`config.mk`:
```
export PLATFORM = sky130hd
export DESIGN_NAME = char_lcd_text_writer_flat
export DESIGN_NICKNAME = d
export VERILOG_FILES = /design/src/lcdw_pkg.sv /design/src/lcdw_if.sv /design/src/lcdw_ctrl.sv /design/src/lcdw_dp.sv /design/src/char_lcd_text_writer.sv /design/src/flat_wrapper.sv
export VERILOG_INCLUDE_DIRS = /design/src /design/src/src
export SDC_FILE = /design/constraint.sdc
export NUM_CORES = 1
export LEC_CHECK = 0
export BUFFER_PORTS_ARGS = -buffer_cell sky130_fd_sc_hd__buf_2
export CORE_MARGIN = 3
export CORE_UTILIZATION = 40
export CTS_CLUSTER_DIAMETER = 200
export CTS_CLUSTER_SIZE = 25
export DETAILED_ROUTE_END_ITERATION = 8
export GPL_TIMING_DRIVEN = 0
export HOLD_SLACK_MARGIN = 0.05
export SYNTH_ARGS = -nofsm -noshare
export SYNTH_HDL_FRONTEND = slang
export SYNTH_SLANG_ARGS = --single-unit
```
`constraint.sdc`:
```
create_clock -name clk -period 3.2 [get_ports clk]
set_input_delay 0.48 -clock clk [delete_from_list [all_inputs] [get_ports clk]]
set_output_delay 0.48 -clock clk [all_outputs]
set_load 0.02 [all_outputs]
```
`src/assert_macros.svh`:
```
// Assertion macros used by the text writer datapath
`ifndef ASSERT_MACROS_SVH
`define ASSERT_MACROS_SVH

// Same-cycle check, sampled on clk, off during reset
`define LCDW_ASSERT(label, prop, msg) \
	label: assert property (@(posedge clk) disable iff (!arst_n) (prop)) else $error(msg);

// Implication check, sampled on clk, off during reset
`define LCDW_ASSERT_IMPL(label, pre, post, msg) \
	label: assert property (@(posedge clk) disable iff (!arst_n) (pre) |-> (post)) else $error(msg);

`endif

```
`src/lcdw_pkg.sv`:
```
// Package: types, constants and helper functions of the LCD text writer
`timescale 1ns / 1ps

package lcdw_pkg;

	localparam int LINE_COUNT = 4;
	localparam int DIGITS     = 10;
	localparam int BCD_W      = 4 * DIGITS;

	localparam logic [5:0] ROW_LEN_RST = 6'd20;

	localparam logic [7:0] CMD_SET_ADDR = 8'h80;
	localparam logic [7:0] ADDR_MASK    = 8'h7F;
	localparam logic [7:0] CMD_CLEAR    = 8'h01;
	localparam logic [7:0] CMD_HOME     = 8'h02;
	localparam logic [7:0] CH_ZERO      = 8'h30;
	localparam logic [7:0] CH_MINUS     = 8'h2D;
	localparam logic [7:0] CH_POINT     = 8'h2E;
	localparam logic [7:0] CH_SPACE     = 8'h20;

	localparam logic [7:0] CYR_HIGH [64] = '{
		8'h41, 8'hA0, 8'h42, 8'hA1, 8'hE0, 8'h45, 8'hA3, 8'hA4,
		8'hA5, 8'hA6, 8'h4B, 8'hA7, 8'h4D, 8'h48, 8'h4F, 8'hA8,
		8'h50, 8'h43, 8'h54, 8'hA9, 8'hAA, 8'h58, 8'hE1, 8'hAB,
		8'hAC, 8'hE2, 8'hAD, 8'hAE, 8'h62, 8'hAF, 8'hB0, 8'hB1,
		8'h61, 8'hB2, 8'hB3, 8'hB4, 8'hE3, 8'h65, 8'hB6, 8'hB7,
		8'hB8, 8'hB9, 8'hBA, 8'hBB, 8'hBC, 8'hBD, 8'h6F, 8'hBE,
		8'h70, 8'h63, 8'hBF, 8'h79, 8'hE4, 8'h78, 8'hE5, 8'hC0,
		8'hC1, 8'hE6, 8'hC2, 8'hC3, 8'hC4, 8'hC5, 8'hC6, 8'hC7
	};

	typedef enum logic [2:0] {
		OP_PUT_XLAT = 3'd0,
		OP_PUT_RAW  = 3'd1,
		OP_NUMBER   = 3'd2,
		OP_MOVE     = 3'd3,
		OP_CLEAR    = 3'd4
	} opcode_t;

	typedef enum logic [3:0] {
		ST_IDLE,
		ST_XLAT,
		ST_RAW,
		ST_CONV,
		ST_SIGN,
		ST_SKIP,
		ST_INT,
		ST_POINT,
		ST_FRAC,
		ST_SPACE,
		ST_MOVE,
		ST_CLR,
		ST_HOME
	} state_t;

	typedef enum logic [3:0] {
		SRC_XLAT,
		SRC_RAW,
		SRC_MINUS,
		SRC_DIGIT,
		SRC_POINT,
		SRC_SPACE,
		SRC_MOVE,
		SRC_CLEAR,
		SRC_HOME
	} src_t;

	typedef struct packed {
		logic take;
		logic conv;
		logic pos_init;
		logic pos_dec;
		logic emit;
		src_t src;
		logic is_data;
		logic final_word;
	} cmd_t;

	typedef struct packed {
		logic    req_valid;
		opcode_t opcode;
		logic    conv_done;
		logic    neg;
		logic    digit_zero;
		logic    pos_gt_dec;
		logic    pos_zero;
		logic    dec_zero;
		logic    frac_nz;
		logic    drop;
		logic    out_free;
	} sts_t;

	function automatic logic [7:0] xlat(input logic [7:0] c);
		logic [7:0] r;
		if (c < 8'hA0)
			r = c;
		else if (c == 8'hA8)
			r = 8'hA2;
		else if (c == 8'hB8)
			r = 8'hB5;
		else if (c < 8'hC0)
			r = 8'h20;
		else
			r = CYR_HIGH[c[5:0]];
		return r;
	endfunction

	function automatic logic [7:0] line_base(input logic [1:0] l);
		logic [7:0] r;
		case (l)
			2'd0: r = 8'd0;
			2'd1: r = 8'd64;
			2'd2: r = 8'd20;
			default: r = 8'd84;
		endcase
		return r;
	endfunction

	// one double-dabble step: add 3 to digits above 4, then shift in b
	function automatic logic [BCD_W-1:0] dd_step(input logic [BCD_W-1:0] bcd, input logic b);
		logic [BCD_W-1:0] adj;
		adj = bcd;
		for (int i = 0; i < DIGITS; i++) begin
			if (bcd[4*i +: 4] > 4'd4)
				adj[4*i +: 4] = bcd[4*i +: 4] + 4'd3;
		end
		return {adj[BCD_W-2:0], b};
	endfunction

endpackage

```
`src/lcdw_if.sv`:
```
// Interfaces: request and byte channels of the LCD text writer
`timescale 1ns / 1ps

interface lcdw_req_if;
	logic        valid;
	logic        ready;
	logic [2:0]  opcode;
	logic [7:0]  char_code;
	logic signed [31:0] value;
	logic [1:0]  decimals;
	logic [1:0]  line_index;
	logic [5:0]  column;

	modport source (output valid, opcode, char_code, value, decimals, line_index, column,
		input ready);
	modport sink (input valid, opcode, char_code, value, decimals, line_index, column,
		output ready);
endinterface

interface lcdw_rsp_if;
	logic       valid;
	logic       ready;
	logic [7:0] out_byte;
	logic       is_data;
	logic       last;

	modport source (output valid, out_byte, is_data, last, input ready);
	modport sink (input valid, out_byte, is_data, last, output ready);
endinterface

```
`src/lcdw_ctrl.sv`:
```
// Controller: sequences the bytes of one request
`timescale 1ns / 1ps

module lcdw_ctrl (
	input  logic            clk,
	input  logic            arst_n,
	input  lcdw_pkg::sts_t  sts,
	output lcdw_pkg::cmd_t  cmd
);

	lcdw_pkg::state_t state_q, state_d;

	always_ff @(posedge clk or negedge arst_n) begin
		if (!arst_n)
			state_q <= lcdw_pkg::ST_IDLE;
		else
			state_q <= state_d;
	end

	always_comb begin
		state_d = state_q;
		cmd = '0;
		cmd.src = lcdw_pkg::SRC_XLAT;
		case (state_q)
			lcdw_pkg::ST_IDLE: begin
				cmd.take = 1'b1;
				if (sts.req_valid) begin
					case (sts.opcode)
						lcdw_pkg::OP_PUT_XLAT: state_d = lcdw_pkg::ST_XLAT;
						lcdw_pkg::OP_PUT_RAW:  state_d = lcdw_pkg::ST_RAW;
						lcdw_pkg::OP_NUMBER:   state_d = lcdw_pkg::ST_CONV;
						lcdw_pkg::OP_MOVE:     state_d = lcdw_pkg::ST_MOVE;
						lcdw_pkg::OP_CLEAR:    state_d = lcdw_pkg::ST_CLR;
						default:               state_d = lcdw_pkg::ST_IDLE;
					endcase
				end
			end
			lcdw_pkg::ST_XLAT, lcdw_pkg::ST_RAW: begin
				cmd.src = (state_q == lcdw_pkg::ST_XLAT) ? lcdw_pkg::SRC_XLAT : lcdw_pkg::SRC_RAW;
				cmd.is_data = 1'b1;
				cmd.final_word = 1'b1;
				if (sts.drop)
					state_d = lcdw_pkg::ST_IDLE;
				else if (sts.out_free) begin
					cmd.emit = 1'b1;
					state_d = lcdw_pkg::ST_IDLE;
				end
			end
			lcdw_pkg::ST_CONV: begin
				cmd.conv = 1'b1;
				if (sts.conv_done) begin
					cmd.pos_init = 1'b1;
					state_d = sts.neg ? lcdw_pkg::ST_SIGN : lcdw_pkg::ST_SKIP;
				end
			end
			lcdw_pkg::ST_SIGN: begin
				cmd.src = lcdw_pkg::SRC_MINUS;
				cmd.is_data = 1'b1;
				if (sts.drop)
					state_d = lcdw_pkg::ST_IDLE;
				else if (sts.out_free) begin
					cmd.emit = 1'b1;
					state_d = lcdw_pkg::ST_SKIP;
				end
			end
			lcdw_pkg::ST_SKIP: begin
				if (sts.pos_gt_dec && sts.digit_zero)
					cmd.pos_dec = 1'b1;
				else
					state_d = lcdw_pkg::ST_INT;
			end
			lcdw_pkg::ST_INT: begin
				cmd.src = lcdw_pkg::SRC_DIGIT;
				cmd.is_data = 1'b1;
				cmd.final_word = sts.dec_zero && !sts.pos_gt_dec;
				if (sts.drop)
					state_d = lcdw_pkg::ST_IDLE;
				else if (sts.out_free) begin
					cmd.emit = 1'b1;
					if (sts.pos_gt_dec)
						cmd.pos_dec = 1'b1;
					else if (sts.dec_zero)
						state_d = lcdw_pkg::ST_IDLE;
					else
						state_d = sts.frac_nz ? lcdw_pkg::ST_POINT : lcdw_pkg::ST_SPACE;
				end
			end
			lcdw_pkg::ST_POINT: begin
				cmd.src = lcdw_pkg::SRC_POINT;
				cmd.is_data = 1'b1;
				if (sts.drop)
					state_d = lcdw_pkg::ST_IDLE;
				else if (sts.out_free) begin
					cmd.emit = 1'b1;
					cmd.pos_dec = 1'b1;
					state_d = lcdw_pkg::ST_FRAC;
				end
			end
			lcdw_pkg::ST_FRAC, lcdw_pkg::ST_SPACE: begin
				cmd.src = (state_q == lcdw_pkg::ST_FRAC) ? lcdw_pkg::SRC_DIGIT : lcdw_pkg::SRC_SPACE;
				cmd.is_data = 1'b1;
				cmd.final_word = sts.pos_zero;
				if (sts.drop)
					state_d = lcdw_pkg::ST_IDLE;
				else if (sts.out_free) begin
					cmd.emit = 1'b1;
					if (sts.pos_zero)
						state_d = lcdw_pkg::ST_IDLE;
					else
						cmd.pos_dec = 1'b1;
				end
			end
			lcdw_pkg::ST_MOVE: begin
				cmd.src = lcdw_pkg::SRC_MOVE;
				cmd.final_word = 1'b1;
				if (sts.out_free) begin
					cmd.emit = 1'b1;
					state_d = lcdw_pkg::ST_IDLE;
				end
			end
			lcdw_pkg::ST_CLR: begin
				cmd.src = lcdw_pkg::SRC_CLEAR;
				if (sts.out_free) begin
					cmd.emit = 1'b1;
					state_d = lcdw_pkg::ST_HOME;
				end
			end
			lcdw_pkg::ST_HOME: begin
				cmd.src = lcdw_pkg::SRC_HOME;
				cmd.final_word = 1'b1;
				if (sts.out_free) begin
					cmd.emit = 1'b1;
					state_d = lcdw_pkg::ST_IDLE;
				end
			end
			default: state_d = lcdw_pkg::ST_IDLE;
		endcase
	end

endmodule

```
`src/lcdw_dp.sv`:
```
// Datapath: BCD conversion, cursor, byte select and output register
`timescale 1ns / 1ps
`include "assert_macros.svh"

module lcdw_dp (
	input  logic            clk,
	input  logic            arst_n,
	input  logic            cfg_wr_en,
	input  logic [5:0]      cfg_wr_data,
	lcdw_req_if.sink        req,
	lcdw_rsp_if.source      rsp,
	input  lcdw_pkg::cmd_t  cmd,
	output lcdw_pkg::sts_t  sts
);

	logic [5:0]  row_len_q;
	logic [5:0]  cursor_q;
	logic [7:0]  char_q;
	logic [31:0] mag_q;
	logic        neg_q;
	logic [1:0]  dec_q;
	logic [1:0]  line_q;
	logic [5:0]  col_q;
	logic [lcdw_pkg::BCD_W-1:0] bcd_q;
	logic [3:0]  cnt_q;
	logic [3:0]  pos_q;
	logic        out_valid_q;
	logic [7:0]  out_byte_q;
	logic        out_data_q;
	logic        out_last_q;

	logic        load;
	logic        out_free;
	logic [3:0]  digit;
	logic [1:0]  line_sat;
	logic [7:0]  adr;
	logic [7:0]  byte_sel;
	logic        last_sel;
	logic        frac_nz;

	assign load = cmd.take && req.valid;
	assign out_free = !out_valid_q || rsp.ready;
	assign digit = bcd_q[{pos_q, 2'b00} +: 4];
	assign line_sat = ({1'b0, line_q} >= 3'(lcdw_pkg::LINE_COUNT)) ?
		2'(lcdw_pkg::LINE_COUNT - 1) : line_q;
	assign adr = lcdw_pkg::line_base(line_sat) + {2'b00, col_q};

	always_comb begin
		case (dec_q)
			2'd1: frac_nz = (bcd_q[3:0] != 4'd0);
			2'd2: frac_nz = (bcd_q[7:0] != 8'd0);
			2'd3: frac_nz = (bcd_q[11:0] != 12'd0);
			default: frac_nz = 1'b0;
		endcase
	end

	always_comb begin
		case (cmd.src)
			lcdw_pkg::SRC_XLAT:  byte_sel = lcdw_pkg::xlat(char_q);
			lcdw_pkg::SRC_RAW:   byte_sel = char_q;
			lcdw_pkg::SRC_MINUS: byte_sel = lcdw_pkg::CH_MINUS;
			lcdw_pkg::SRC_DIGIT: byte_sel = lcdw_pkg::CH_ZERO | {4'b0000, digit};
			lcdw_pkg::SRC_POINT: byte_sel = lcdw_pkg::CH_POINT;
			lcdw_pkg::SRC_SPACE: byte_sel = lcdw_pkg::CH_SPACE;
			lcdw_pkg::SRC_MOVE:  byte_sel = lcdw_pkg::CMD_SET_ADDR | (adr & lcdw_pkg::ADDR_MASK);
			lcdw_pkg::SRC_CLEAR: byte_sel = lcdw_pkg::CMD_CLEAR;
			lcdw_pkg::SRC_HOME:  byte_sel = lcdw_pkg::CMD_HOME;
			default:             byte_sel = lcdw_pkg::CH_SPACE;
		endcase
	end

	// a data word that fills the line is the last one the request can place
	assign last_sel = cmd.final_word ||
		(cmd.is_data && ({1'b0, cursor_q} + 7'd1 >= {1'b0, row_len_q}));

	always_comb begin
		sts.req_valid  = req.valid;
		sts.opcode     = lcdw_pkg::opcode_t'(req.opcode);
		sts.conv_done  = (cnt_q == 4'd15);
		sts.neg        = neg_q;
		sts.digit_zero = (digit == 4'd0);
		sts.pos_gt_dec = (pos_q > {2'b00, dec_q});
		sts.pos_zero   = (pos_q == 4'd0);
		sts.dec_zero   = (dec_q == 2'd0);
		sts.frac_nz    = frac_nz;
		sts.drop       = (cursor_q >= row_len_q);
		sts.out_free   = out_free;
	end

	assign req.ready    = cmd.take;
	assign rsp.valid    = out_valid_q;
	assign rsp.out_byte = out_byte_q;
	assign rsp.is_data  = out_data_q;
	assign rsp.last     = out_last_q;

	always_ff @(posedge clk or negedge arst_n) begin
		if (!arst_n) begin
			row_len_q   <= lcdw_pkg::ROW_LEN_RST;
			cursor_q    <= '0;
			out_valid_q <= 1'b0;
			cnt_q       <= '0;
			pos_q       <= '0;
		end else begin
			if (cfg_wr_en)
				row_len_q <= cfg_wr_data;
			if (load)
				cnt_q <= '0;
			else if (cmd.conv)
				cnt_q <= cnt_q + 4'd1;
			if (cmd.pos_init)
				pos_q <= 4'(lcdw_pkg::DIGITS - 1);
			else if (cmd.pos_dec)
				pos_q <= pos_q - 4'd1;
			if (cmd.emit) begin
				out_valid_q <= 1'b1;
				if (cmd.is_data)
					cursor_q <= cursor_q + 6'd1;
				else if (cmd.src == lcdw_pkg::SRC_MOVE)
					cursor_q <= col_q;
				else if (cmd.src == lcdw_pkg::SRC_HOME)
					cursor_q <= '0;
			end else if (rsp.ready) begin
				out_valid_q <= 1'b0;
			end
		end
	end

	always_ff @(posedge clk) begin
		if (load) begin
			char_q <= req.char_code;
			neg_q  <= req.value[31];
			mag_q  <= req.value[31] ? 32'(-req.value) : 32'(req.value);
			dec_q  <= req.decimals;
			line_q <= req.line_index;
			col_q  <= req.column;
			bcd_q  <= '0;
		end else if (cmd.conv) begin
			bcd_q <= lcdw_pkg::dd_step(lcdw_pkg::dd_step(bcd_q, mag_q[31]), mag_q[30]);
			mag_q <= {mag_q[29:0], 2'b00};
		end
		if (cmd.emit) begin
			out_byte_q <= byte_sel;
			out_data_q <= cmd.is_data;
			out_last_q <= last_sel;
		end
	end

	`LCDW_ASSERT_IMPL(a_data_in_line, cmd.emit && cmd.is_data, cursor_q < row_len_q, "data past line end")
	`LCDW_ASSERT_IMPL(a_emit_free, cmd.emit, out_free, "word written over a held word")
	`LCDW_ASSERT(a_pos_range, pos_q < 4'(lcdw_pkg::DIGITS), "digit position out of range")

endmodule

```
`src/char_lcd_text_writer.sv`:
```
// Top level: character LCD text writer, controller plus datapath
`timescale 1ns / 1ps
// Takes text requests on req and produces controller words on rsp.
// Each rsp word is a byte with is_data (data vs command) and last (final word
// of the request). Opcodes: translated char, raw char, signed number with 0..3
// decimals, move to line/column, clear. Data words at or past the row length are
// dropped; a request whose words are all dropped gives none.
// cfg_wr_en/cfg_wr_data write the row length, which the user must do only while
// the block is idle; the block does not enforce this. req is taken only when
// the block is idle. Char, move: one word, sent once the output register is
// free. Clear: two words. Number: a binary to BCD conversion (two bits per
// cycle), a leading-zero skip over the zero digits, then one word per cycle
// while rsp does not stall, up to 12.
// The single output register holds a word until rsp.ready; while rsp stalls
// the sequencer waits and no word is lost.
// Reset: row length 20, cursor column 0, no word pending.

module char_lcd_text_writer (
	input  logic        clk,
	input  logic        arst_n,
	input  logic        cfg_wr_en,
	input  logic [5:0]  cfg_wr_data,
	lcdw_req_if.sink    req,
	lcdw_rsp_if.source  rsp
);

	lcdw_pkg::cmd_t cmd;
	lcdw_pkg::sts_t sts;

	lcdw_ctrl u_ctrl (
		.clk    (clk),
		.arst_n (arst_n),
		.sts    (sts),
		.cmd    (cmd)
	);

	lcdw_dp u_dp (
		.clk         (clk),
		.arst_n      (arst_n),
		.cfg_wr_en   (cfg_wr_en),
		.cfg_wr_data (cfg_wr_data),
		.req         (req),
		.rsp         (rsp),
		.cmd         (cmd),
		.sts         (sts)
	);

endmodule
```
`src/flat_wrapper.sv`:
```
// flat-port wrapper written by rule: the top's interface ports become plain ports
module char_lcd_text_writer_flat 
  (clk, arst_n, cfg_wr_en, cfg_wr_data, req_valid, req_opcode, req_char_code, req_value, req_decimals, req_line_index, req_column, req_ready, rsp_valid, rsp_out_byte, rsp_is_data, rsp_last, rsp_ready);
  lcdw_req_if req_i ();
  lcdw_rsp_if rsp_i ();
  input  logic clk;
  input  logic arst_n;
  input  logic cfg_wr_en;
  input  logic [5:0] cfg_wr_data;
  input wire logic [$bits(req_i.valid)-1:0] req_valid;
  input wire logic [$bits(req_i.opcode)-1:0] req_opcode;
  input wire logic [$bits(req_i.char_code)-1:0] req_char_code;
  input wire logic [$bits(req_i.value)-1:0] req_value;
  input wire logic [$bits(req_i.decimals)-1:0] req_decimals;
  input wire logic [$bits(req_i.line_index)-1:0] req_line_index;
  input wire logic [$bits(req_i.column)-1:0] req_column;
  output wire logic [$bits(req_i.ready)-1:0] req_ready;
  output wire logic [$bits(rsp_i.valid)-1:0] rsp_valid;
  output wire logic [$bits(rsp_i.out_byte)-1:0] rsp_out_byte;
  output wire logic [$bits(rsp_i.is_data)-1:0] rsp_is_data;
  output wire logic [$bits(rsp_i.last)-1:0] rsp_last;
  input wire logic [$bits(rsp_i.ready)-1:0] rsp_ready;
  assign req_i.valid = req_valid;
  assign req_i.opcode = req_opcode;
  assign req_i.char_code = req_char_code;
  assign req_i.value = req_value;
  assign req_i.decimals = req_decimals;
  assign req_i.line_index = req_line_index;
  assign req_i.column = req_column;
  assign req_ready = req_i.ready;
  assign rsp_valid = rsp_i.valid;
  assign rsp_out_byte = rsp_i.out_byte;
  assign rsp_is_data = rsp_i.is_data;
  assign rsp_last = rsp_i.last;
  assign rsp_i.ready = rsp_ready;
  char_lcd_text_writer u_core (.clk(clk), .arst_n(arst_n), .cfg_wr_en(cfg_wr_en), .cfg_wr_data(cfg_wr_data), .req(req_i), .rsp(rsp_i));
endmodule
```
### After elaboration in Yosys (flattened, before gate mapping)

Memories as Yosys holds them, arrays and structs flattened.
Index checks and enable logic that the tools add are counted.

* add/subtract/negate cells: 26
* order comparisons: 26
* equality and inequality tests: 41
* shifts and indexed selects: 1
* multiplexer cells: 102
* bitwise operators: 1
* reductions and logical operators: 29

Operator list (count)
* $mux W4: 58
* $mux W32: 3
* $gt A4 B3 Y1 const B: 20
* $add A4 B2 Y4 const B: 18
* $pmux W8 S8: 1
* $mux W8: 6
* $pmux W4 S10: 1
* $pmux W5 S8: 1
* $shiftx A40 B7 Y4: 1
* $neg A32 Y32: 1
* $eq A4 B3 Y1 const B: 7
* $eq A4 B4 Y1 const B: 7
* $pmux W7 S3: 1
* $pmux W4 S5: 1
* $mux W6: 3
* $eq A4 B2 Y1 const B: 4
* $eq A8 B8 Y1 const B: 2
* $logic_not A4 Y1: 4
* $lt A8 B8 Y1 const B: 2
* $mux W3: 5
* $ne A3 B2 Y1 const B: 5
* $mux W2: 7
* $mux W1: 12
* $reduce_bool A12 Y1: 1
* other kinds (36): 55

* bits in registers: 126
* bits in read-only memories: 512
* input port bits: 64
* output and inout port bits: 12
* logic and storage cells: 243
* memories kept: 1

Memory list
* (no name shown): depth 64, bits a word 8, read ports 1, clocked after memory_dff 0, wr ports 0, RTL line lcdw_pkg.sv:104 `r = CYR_HIGH[c[5:0]];`

### Logic depth before layout (Yosys ltp)

* depth after elaboration: 9
* gate-level depth with buffers: 11
* mapped depth without buffers: 11

### Cells and area by module

Synthesis repeated with hierarchy kept, for this count alone.

* cells, all modules: 1181
* area total of the unflattened synthesis: 10085.9 um^2

By module, submodules not included
* lcdw_dp: instances 1, cells an instance 1080, area each 9332.7 um^2, seq. area each 3160.5 um^2
* lcdw_ctrl: instances 1, cells an instance 101, area each 753.2 um^2, seq. area each 100.1 um^2

### Least setup slack after synthesis

Ideal clock, no wire load.

* path type: reg-to-reg
* start point: register u_core.u_ctrl.state_q[3]
* end point: register u_core.u_dp.mag_q[0], enable pin
* setup time: 0.389 ns
* arrival: 2.909 ns
* required time: 2.811 ns
* slack: -0.099 ns
* cell stages (with the launch flop): 7
* path buffers: 3
* cell sequence: dfrtp_1 -> clkbuf_1 -> nor4_1 -> nand2_1 -> clkbuf_1 -> clkbuf_1 -> nand2_1

* word-level cells in the longest chain between the ends: 4
* elaborated cells between the ends (all ways): 6

RTL lines
* start: declaration: RTL line lcdw_ctrl.sv:11 `lcdw_pkg::state_t state_q, state_d;`
* start signal: assignment: RTL line lcdw_ctrl.sv:15 `state_q <= lcdw_pkg::ST_IDLE;`
* start signal: assignment: RTL line lcdw_ctrl.sv:17 `state_q <= state_d;`
* $logic_not A4 Y1: RTL line lcdw_ctrl.sv:24 `case (state_q)`
* $mux W1: RTL line lcdw_ctrl.sv:24
* named net req_ready: RTL line flat_wrapper.sv:17 `output wire logic [$bits(req_i.ready)-1:0] req_ready;`
* $logic_and A1 B1 Y1: RTL line lcdw_dp.sv:41 `assign load = cmd.take && req.valid;`
* $reduce_bool A2 Y1 (no source line)
* end signal: assignment: RTL line lcdw_dp.sv:132 `mag_q <= req.value[31] ? 32'(-req.value) : 32'(req.value);`
* end signal: assignment: RTL line lcdw_dp.sv:139 `mag_q <= {mag_q[29:0], 2'b00};`
* end: declaration: RTL line lcdw_dp.sv:19 `logic [31:0] mag_q;`

The timed path passes the listed nets, and every way through them passes these cells.
A chain may end at the register's enable or synchronous reset.

### Final worst setup path

* start point: register u_core.u_dp.char_q[1]
* end point: register u_core.u_dp.out_byte_q[1], in the netlist u_core.u_dp.rsp.out_byte[1], data pin

* word-level cells in the longest chain between the ends: 9
* elaborated cells between the ends (all ways): 13

RTL lines
* start: declaration: RTL line lcdw_dp.sv:18 `logic [7:0] char_q;`
* start signal: assignment: RTL line lcdw_dp.sv:130 `char_q <= req.char_code;`
* $not A6 Y7 (implied by the code): RTL line lcdw_pkg.sv:104
* $mem_v2 Z64 W8
* $mux W8 (implied by the code) (2 in a row): RTL line lcdw_pkg.sv:104
* $mux W8: RTL line lcdw_pkg.sv:101 `else if (c < 8'hC0)`
* $mux W8: RTL line lcdw_pkg.sv:99 `else if (c == 8'hB8)`
* $mux W8: RTL line lcdw_pkg.sv:97 `else if (c == 8'hA8)`
* $mux W8: RTL line lcdw_pkg.sv:95 `if (c < 8'hA0)`
* $pmux W8 S8 *: RTL line lcdw_dp.sv:58 `case (cmd.src)`
* named net u_core.u_dp.byte_sel[1]: RTL line lcdw_dp.sv:37 `logic [7:0] byte_sel;`
* end signal: assignment: RTL line lcdw_dp.sv:142 `out_byte_q <= byte_sel;`
* end: declaration: RTL line lcdw_dp.sv:28 `logic [7:0] out_byte_q;`

Mark *: on every way through the listed nets, which the timed path passes. The rest lies on a longest branch. The select of a mux whose other input is x is not followed.

==> metrics.md <==
| Metric | Value |
|---|---|
| Status | completed |
| Synth-to-Final Area Change | 14.82% |
| Final WL | 24,370 um |
| Pre-antenna DRT Iters | 5 |
| CP max FO | 10 |
| Register area share after synthesis | 35.56% |
| Ys Warns | 0 |
| Post-Layout Cell Count | 1,447 |
| Setup Buffers After CTS | 0 |
| Cts bufs inserted | 17 |
| Cell Int Power | 5207 uW |
| Number of port buffers | 75 |
| Max Cap Viol | 0 |
| Final Cycle Share | 93.90% |
| Ports | 76 |
| CP required | 3.32 ns |
| Via count | 8,196 |
| Combinational share of power | 47.0% |
| Max VDD drop | 0.5879 mV |
| Crit Path Class | flip-flop to flip-flop |
| CTS tree | built |
| Core area | 0.02216 mm2 |
| Pleak | 0.004074 uW |
| Final min period | 3.005 ns |
| Crit start category | flip-flop |
| Post-route design area | 0.01053 mm2 |
| Chip height | 157.4 um |
| FF-to-FF path depth | 9 |
| Fraction of layout cells with a size suffix above 1 | 14.31% |
| Grt ovf | 0 |
| Crit. path cell count | 9 |
| GRT Overall Usage | 20.14% |
| Antenna violations before repair | 0 |
| Syn_nets | 1,176 |
| Fmax | 0.3328 GHz |
| Clock latency on the worst-skew pair | 0.43 ns |
| Crit path arrival time | 3.13 ns |
| Worst-path cell chain | clkbuf_2, inv_1, ha_1, inv_1, mux4_2, a211oi_1, a211oi_1, o21ai_0, o221ai_1 |
| First-pass GRT wire length | 40,280 um |
| Worst path slowest cell | mux4_2 |
| Net switching power | 3787 uW |
| Skew final | 0.01431 ns |
| Starting Density | 41.38% |
| Final TNS setup | 0 ns |
| Nets@finish | 1,270 |
| Setup slack after layout | 0.1953 ns |
| Via density | 5.664 |
| Sw frac | 42.11% |
| Slew HR | 43.92% |
| WHS | 0.05113 ns |
| Main synth FF type | edfxtp_1 |
| ANT nets after route | 0 |
| Pin count of the biggest net entering global routing | 33 |
| Post-synth top cells | o21ai_0, nand2_1, nor2_1 |
| Setup crit end kind | flip-flop |
| Die area | 0.02478 mm2 |
| Cell with the most instances after synthesis | o21ai_0 |
| Setup repair after global routing missed its margin | false |
| Yosys top cell area share | 19.98% |
| Hold/Removal Path Class | primary input to async pin |
| Synth unique cells | 63 |
| Sink Count | 126 |
| Pre-CTS setup slack | -0.2633 ns |
| # H-tree levels | 4 |
| Wire per inst | 16.84 um |
| Crit path buffers/inverters | 3 |
| Seq pwr share | 30.3% |
| Clk pwr share | 22.7% |
| CTS Buffer Depth | 2 |
| Synthesized instance count | 1,060 |
| Max stage delay on crit path | 0.49 ns |
| Post-synthesis cell area | 0.009170 mm2 |
| Number of synthesized register bits | 126 |
| Pwr/cell area | 854.3 mW/mm2 |
| Final Max Tran Viols | 0 |
| Final setup violation count | 0 |
| Top delay family on crit path | compound AO/OA/AOI/OAI gates |
| Area of placed instances | 0.009903 mm2 |
| Synth top area cells | edfxtp_1, dfxtp_1, ha_1 |
| Average size of a mapped cell | 8.651 um2 |
| Number of remaining DRC errors | 0 |
| Die Width | 157.4 um |
| Post-synth EDFFs | 61 |
| Cell Rows | 54 |
| Clk slew on worst S/H paths | 0.06 ns |
| Diode count | 0 |
| Area leader, netlist | edfxtp_1 |
| Async set-or-reset flop fraction in the synthesized netlist | 19.84% |
| Hpwl dp | 18,050 um |
| Final Hold Fails | 0 |
| Initial DRC Count | 512 |
| GPL Wtd Cong | 0.8948 |
| Tightest Pin Transition | 0.8356 ns |
| Number of global-route vias before repair | 8,071 |
| CTS root buf | clkbuf_16 |
| Placed Cells | 1,415 |
## flip-flops by register name (all words and copies together), names as in the netlist, 2 cells and up
register / cells
u_core.u_dp.char_q: 8
u_core.u_dp.pos_q: 4
u_core.u_dp.row_len_q: 6
u_core.u_dp.cursor_q: 6
u_core.u_dp.mag_q: 32
u_core.u_dp.bcd_q: 40
u_core.u_dp.rsp.out_byte: 8
u_core.u_dp.cnt_q: 4
u_core.u_dp.col_q: 6
u_core.u_dp.dec_q: 2
u_core.u_ctrl.state_q: 4
u_core.u_dp.line_q: 2
## what timing repair did
action / 4_1_cts / 5_1_grt
gates resized for setup: 2 / 3
hold buffers: 0 / 0
pin swaps: 0 / 0
gates cloned: 0 / 0
endpoints found under the setup margin: 39 / 35
## cell type report
type | instances | area, um2
clock inverter | 15 | 183.9
tap | 280 | 350.3
timing repair buffer | 75 | 375.4
buffer | 57 | 221.5
inverter | 63 | 236.5
sequential | 126 | 3261
multi-input combinational | 814 | 5475
fill | 2155 | 11630
clock buffer | 17 | 425.4
## worst reg2reg max path, cell delays in order (launching register included)
cell      delay (ns)
edfxtp_1        0.44
clkbuf_2        0.29
inv_1           0.21
ha_1            0.42
inv_1           0.11
mux4_2          0.49
a211oi_1        0.25
a211oi_1        0.07
o21ai_0         0.21
o221ai_1        0.21
## cells in the final DEF (no fill, tap or decap), types with 24 or more instances in the layout
| master | instances |
|---|---|
| edfxtp_1 | 61 |
| ha_1 | 52 |
| xor2_1 | 39 |
| a211oi_1 | 26 |
| a21oi_1 | 73 |
| inv_1 | 62 |
| mux2_2 | 27 |
| nor2_1 | 74 |
| clkbuf_1 | 45 |
| nand2_1 | 98 |
| nand3_1 | 33 |
| buf_2 | 80 |
| o21ai_0 | 102 |
| xnor2_1 | 24 |
| dfxtp_1 | 40 |
| mux2i_1 | 35 |
## power groups by stage
stage	clock (uW)	combinational (uW)	sequential, uW
2_1_floorplan	0	3060	2750
3_3_place_gp	0	4120	2760
3_5_place_dp	0	4180	2760
4_1_cts	2070	4210	2730
5_1_grt	2140	4770	2800
6_report	2040	4220	2730
## routing by layer
metal	global-route usage, %	vias to the layer above	wire (um)
met3	3.822	50	1244
met2	33.07	220	11390
met4	7.066	0	549
li1	-	4070	-
met1	26.64	3856	11180
met5	0	-	0
## kinds of logic (layout without fill, tap and decap cells)
| group | count (synthesis) | count (layout) | synth area share, % |
|---|---|---|---|
| compound gates | 318 | 318 | 21.65 |
| simple gates | 314 | 314 | 16.35 |
| flops | 126 | 126 | 35.56 |
| buf+inv | 120 | 227 | 4.967 |
| mux | 67 | 67 | 8.364 |
| xor+xnor | 63 | 63 | 6.017 |
| fa+ha+maj | 52 | 52 | 7.095 |
## metrics by stage
stage	total power (uW)	util [%]
detailed placement	6946	44.69
global route	9713	47.51
finish	8994	47.51
CTS	9012	47.46
global placement	6882	44.68
floorplan	5812	-
## final timing paths
path,endpoint,start,slack (ns)
min in group clk,u_core.u_dp.char_q[3],req_char_code[3],0.23
hold reg to reg,u_core.u_dp.bcd_q[1],u_core.u_dp.bcd_q[1],0.49
setup reg to reg,u_core.u_dp.rsp.out_byte[1],u_core.u_dp.char_q[1],0.20
setup / recovery,u_core.u_dp.rsp.out_byte[1],u_core.u_dp.char_q[1],0.20
max in group asynchronous,u_core.u_dp.pos_q[3],arst_n,2.74
hold / removal,u_core.u_dp.row_len_q[3],arst_n,0.05
No activity file was read; power rests on OpenSTA's default activity.
